## config.mk

```make
export PLATFORM = sky130hd
export DESIGN_NAME = sms_cell
export DESIGN_NICKNAME = d
export VERILOG_FILES = /design/src/streaming_median_sorter_assert.svh /design/src/sms_pkg.sv /design/src/sms_cell.sv
export SDC_FILE = /design/constraint.sdc
export NUM_CORES = 1
export LEC_CHECK = 0
export BUFFER_PORTS_ARGS = -buffer_cell sky130_fd_sc_hd__buf_4
export CAP_MARGIN = 40
export CORE_ASPECT_RATIO = 0.75
export CORE_UTILIZATION = 45
export DETAILED_ROUTE_END_ITERATION = 12
export GPL_ROUTABILITY_DRIVEN = 0
export PLACE_DENSITY = 0.81
export SYNTH_ARGS = -nofsm -noshare
export SYNTH_HDL_FRONTEND = slang
export SYNTH_SLANG_ARGS = --single-unit
```

## constraint.sdc

```tcl
create_clock -name clk -period 6.5 [get_ports clk]
set_clock_uncertainty 0.15 [all_clocks]
set_input_delay 1.3 -clock clk [delete_from_list [all_inputs] [get_ports clk]]
set_output_delay 1.3 -clock clk [all_outputs]
set_load 0.01 [all_outputs]
```

## src/streaming_median_sorter_assert.svh

```systemverilog
// assertion macros used by the top-level rtl file
`ifndef STREAMING_MEDIAN_SORTER_ASSERT_SVH
`define STREAMING_MEDIAN_SORTER_ASSERT_SVH

`ifndef ASSERT_OFF

// same-cycle implication, sampled on clk, off during reset
`define SMS_ASSERT_NOW(label, ante, cons) \
  label: assert property (@(posedge clk) disable iff (!rst_n) (ante) |-> (cons)) \
    else $error("sms assertion failed");

// next-cycle implication, sampled on clk, off during reset
`define SMS_ASSERT_NEXT(label, ante, cons) \
  label: assert property (@(posedge clk) disable iff (!rst_n) (ante) |=> (cons)) \
    else $error("sms assertion failed");

`else

`define SMS_ASSERT_NOW(label, ante, cons)
`define SMS_ASSERT_NEXT(label, ante, cons)

`endif

`endif

```

## src/sms_pkg.sv

```systemverilog
`default_nettype none

package sms_pkg;

  localparam int VAL_W     = 32;
  localparam int MED_W     = 33;
  localparam int CNT_OUT_W = 7;

  typedef logic signed [VAL_W-1:0] val_t;
  typedef logic signed [MED_W-1:0] med_t;

  // per-cycle command broadcast along the cell row
  typedef struct packed {
    logic ins;    // insert value into the sorted row
    logic shift;  // move every cell one place toward cell 0
    logic clr;    // drop all occupancy
    val_t value;  // value being inserted
  } cell_ctrl_t;

endpackage

`default_nettype wire

```

## src/sms_cell.sv

```systemverilog
`default_nettype none

module sms_cell (
  input  wire logic                clk,
  input  wire logic                rst_n,
  input  wire sms_pkg::cell_ctrl_t ctrl,
  input  wire logic                left_gt,
  input  wire logic                left_occ,
  input  wire sms_pkg::val_t       left_val,
  input  wire sms_pkg::val_t       right_val,
  output sms_pkg::val_t            val,
  output logic                     occ,
  output logic                     gt
);
  import sms_pkg::*;

  val_t val_r, val_nxt;
  logic occ_r, occ_nxt;

  // held value is strictly above the incoming one
  assign gt  = occ_r && (val_r > ctrl.value);
  assign val = val_r;
  assign occ = occ_r;

  // insert: take the left neighbor when the row shifts past us,
  // the new value at the insertion point, else hold
  always_comb begin
    val_nxt = val_r;
    occ_nxt = occ_r;
    if (ctrl.ins) begin
      if (left_gt) begin
        val_nxt = left_val;
      end else if (gt || (!occ_r && left_occ)) begin
        val_nxt = ctrl.value;
      end
      occ_nxt = occ_r | left_occ;
    end else if (ctrl.shift) begin
      val_nxt = right_val;
    end
    if (ctrl.clr) begin
      occ_nxt = 1'b0;
    end
  end

  always_ff @(posedge clk) begin
    if (!rst_n) begin
      occ_r <= 1'b0;
    end else begin
      occ_r <= occ_nxt;
    end
    val_r <= val_nxt;
  end

endmodule

`default_nettype wire

```

# ---- Word-level counts from Yosys, hierarchy flattened
# Index checks and enable logic that the tools add are counted.
dict set report totals {
  elab_cells 17
  output_inout_bits 34
  reg_bits 33
  input_bits 103
}
dict set report classes {
  n_reduce_logical 7
  eq_ne 1
  n_bitwise 2
  mux 4
  n_lt_le_gt_ge 1
}
# operator n
set op_table {}
lappend op_table {{2-to-1 mux 32 bit} 4}
lappend op_table {{> comparator 32 bit} 1}
lappend op_table {{inequality test 3 x 1 -> 1 bit (second input constant)} 1}
lappend op_table {{logical AND 1 bit} 2}
lappend op_table {{AND reduction 2 bit} 1}
lappend op_table {{nonzero test 2 bit} 1}
lappend op_table {{OR reduction 2 bit} 1}
lappend op_table {{logical NOT 1 bit} 1}
lappend op_table {{logical OR 1 bit} 1}
lappend op_table {{inverter 1 bit} 1}
lappend op_table {{bitwise OR 1 bit} 1}

# ---- Longest topological paths before layout
dict set report logic_depth {
  ltp_word 6
  depth_mapped 8
  ltp_nobuf 8
}

# ---- Worst setup path before layout
# OpenSTA, ideal clock, no wires.
dict set report synth_path {
  path_type {input to register}
  from {input ctrl[14] in the netlist's numbering}
  to {register val_r[0], in the netlist val[0] (enable)}
  path_stages 8
  setup_ps 441
  slack_ps 1294
  arrival_time_ps 4615
  t_required_ps 5909
  cell_sequence {inv_1 > ha_1 > nand4_1 > nor2_1 > a221o_1 > o31a_1 > or3_1 > a31oi_1}
}
dict set report synth_via {
  elab_chain_len 5
}
# item line
set synth_rtl {}
lappend synth_rtl {{from (decl)} sms_cell.sv:6} ;# input wire sms_pkg::cell_ctrl_t ctrl,
lappend synth_rtl {{> comparator 32 bit} sms_cell.sv:21} ;# assign gt = occ_r && (val_r > ctrl.value);
lappend synth_rtl {{logical AND 1 bit} sms_cell.sv:21}
lappend synth_rtl {{logical OR 1 bit} sms_cell.sv:33} ;# end else if (gt || (!occ_r && left_occ)) begin
lappend synth_rtl {{inequality test 3 x 1 -> 1 bit (no source line)} n/a}
lappend synth_rtl {{AND reduction 2 bit (no source line)} n/a}
lappend synth_rtl {{to (signal assigned)} sms_cell.sv:51} ;# val_r <= val_nxt;
lappend synth_rtl {{to (decl)} sms_cell.sv:17} ;# val_t val_r, val_nxt;
# Every way passes these cells.
# A chain may end at the register's enable or synchronous reset.

# ---- Worst setup path after layout
dict set report layout_path {
  from {input ctrl[7] in the netlist's numbering}
  to {output gt}
}
dict set report layout_via {
  elab_chain_len 2
}
# item line
set layout_rtl {}
lappend layout_rtl {{> comparator 32 bit} sms_cell.sv:21}
lappend layout_rtl {{logical AND 1 bit} sms_cell.sv:21}
lappend layout_rtl {{to (decl)} sms_cell.sv:13} ;# output logic gt
# Every way passes these cells.

==> metrics.cfg <==
[outcome]
status=finished, final reports clean

[synth]
syn-instance-count=265
yosysWarnings=0
syn_nets=400
synth_cell_types=26
synth-seq-area-share=0.395
syn_avg_cell_area_um2=9.36
synth_seq_cells=33
syn_area_um2=2480

[die]
initial_core_util=0.466
io_pins=137
fp.dieH_um=66.3
core_area_um2=5320
die_w_um=87.7
die_area_um2=5820
std_cell_rows=23

[setup_path]
crit_required_ps=5050
reg2reg_from=val[7]
startpoint=ctrl[7]
cp_max_fo=3
crit_type=in2out
cp-start-kind=input pin
end_kind=output pin
worstPathArrival_ps=3270

[placed_design]
dp_hpwl_um=5310
port_buffers=136
dp_cells=466
placed_area_um2=3600

[route]
via_per_inst=5.08
drt-total-wl_um=6710
dr.pass1.iters=6
wl_per_cell_um=14.2
initialDrtViolationCount=77
ant_nets=0
drc=0
via_count=2410

[final_layout]
postLayoutCellArea_um2=3700
multi_input_area_um2=1340
nets=533
area_growth_pct=49.1
layout-drive-gt1-share=0.368
finish.utilization=0.695
fin_cells=474
fillCellCount=426
final_common_cell=buf_4
regArea_um2=981
n_antenna_cell=0
mostFrequentLayoutCells=buf_4, a21oi_1, nor2_1, inv_1

[global_routing]
grt_max_degree=68
grt_use_total=0.234
grt_pass1_wl_um=10300
grt_pass1_vias=2201
overflow=0
antenna_found_initial=0

[timing]
fmax_ghz=0.212
tightest_slew_ps=638
min_period_over_period=0.726
tns_ps=0
relSlewSlack=0.575
finalCriticalPeriod_ps=4720
setup_viol=0
hold_viol_final=0
rsz0062_at_grt=no
final_max_slew_viol_count=0

[cts]
cts_tree=done
post_cts_resized=0
cts_buffer_depth=2
post_cts_buffers=0
cts.sinks=33
cts_buffers=5
insertion_delay_ps=290
h-tree-depth=2
ctsHoldBuffers=0
clockRootBuffer=clkbuf_8
path_clk_slew_ps=70

[min_path]
hold_path.class=reg2reg
worstHoldStart=occ

[pwr]
ir_drop_mv=0.0959
leakagePower_nw=1.85
totalPowerFinal_w=0.000651
powerDensity_nw_per_um2=176

[run]
maxCapViolations=0

metrics by stage:
stage          setup slack [ps]  hold slack [ps]
4_1_cts                    1780              402
3_5_place_dp               1780              389
5_1_grt                    1670              492
6_report                   1780              400
2_1_floorplan              1290              390
3_3_place_gp               1850              386
metal layers:
layer | global-route usage | share of wire | routed length (um) | up-vias
met5 | 0 | 0 | 0 | -
met4 | 0.0738 | 0.013 | 87 | 0
met3 | 0.0562 | 0.064 | 427 | 6
met2 | 0.375 | 0.47 | 3140 | 81
met1 | 0.311 | 0.46 | 3060 | 1101
li1 | - | - | - | 1222
logic make-up (layout without fill, tap and decap cells):
family | after synthesis | after routing | share of synthesized area
multiplexers | 32 | 32 | 0.129
AO/OA/AOI/OAI | 61 | 61 | 0.138
buffers and inverters | 46 | 180 | 0.0696
adder cells (fa/ha/maj) | 32 | 32 | 0.161
AND/OR/NAND/NOR | 61 | 61 | 0.107
flip-flops | 33 | 33 | 0.395
synth_stat cells (all sizes together):
cell     number  area, um^2
a221o         1        10.0
nand2         8        30.0
o211ai        3        22.5
mux2i        32         320
clkbuf        6        22.5
inv          35         131
a2111oi       1        8.76
a211oi        3        22.5
a31oi         2        12.5
or3           1        6.26
edfxtp       32         961
buf           5        18.8
a21oi        46         234
a21o          1        7.51
ha           32         400
nor3          1        5.00
o21ai         3        15.0
dfxtp         1        20.0
nor4          1        6.26
nor3b         1        7.51
nor2         37         139
nand4         8        50.1
nor2b         1        6.26
o31a          1        8.76
nand3         3        15.0
worst max-delay path, stage by stage:
cell,delay (ps)
buf_4,90
inv_1,30
ha_1,320
a21oi_1,150
o21ai_0,130
a221o_1,320
o31a_1,310
or3_1,410
nand2_1,90
buf_4,120
state kept, by name (all words and copies together) (netlist names):
| name | flops |
|---|---|
| val | 32 |
| occ | 1 |
path summary, 6_finish.rpt:
| path | cells past startpoint | endpoint | slack (ps) |
|---|---|---|---|
| min reg2reg | 2 | occ | 400 |
| min | 2 | occ | 400 |
| max reg2reg | 8 | val[12] | 3310 |
| max | 10 | gt | 1780 |
where the power goes:
group | leakage [nW] | switching (W) | internal [W]
combinational | 1.48 | 0.0000954 | 0.000109
sequential | 0.323 | 0.0000120 | 0.000260
clock | 0.0542 | 0.0000788 | 0.0000958
layout make-up:
type | count | share of cell area
Clock buffer | 7 | 0.0260
Clock inverter | 1 | 0.00135
Inverter | 35 | 0.0355
Multi-Input combinational cell | 186 | 0.363
Sequential cell | 33 | 0.265
Tap cell | 75 | 0.0254
Timing Repair Buffer | 137 | 0.283
Note: power is estimated with default switching activity, not from simulation.
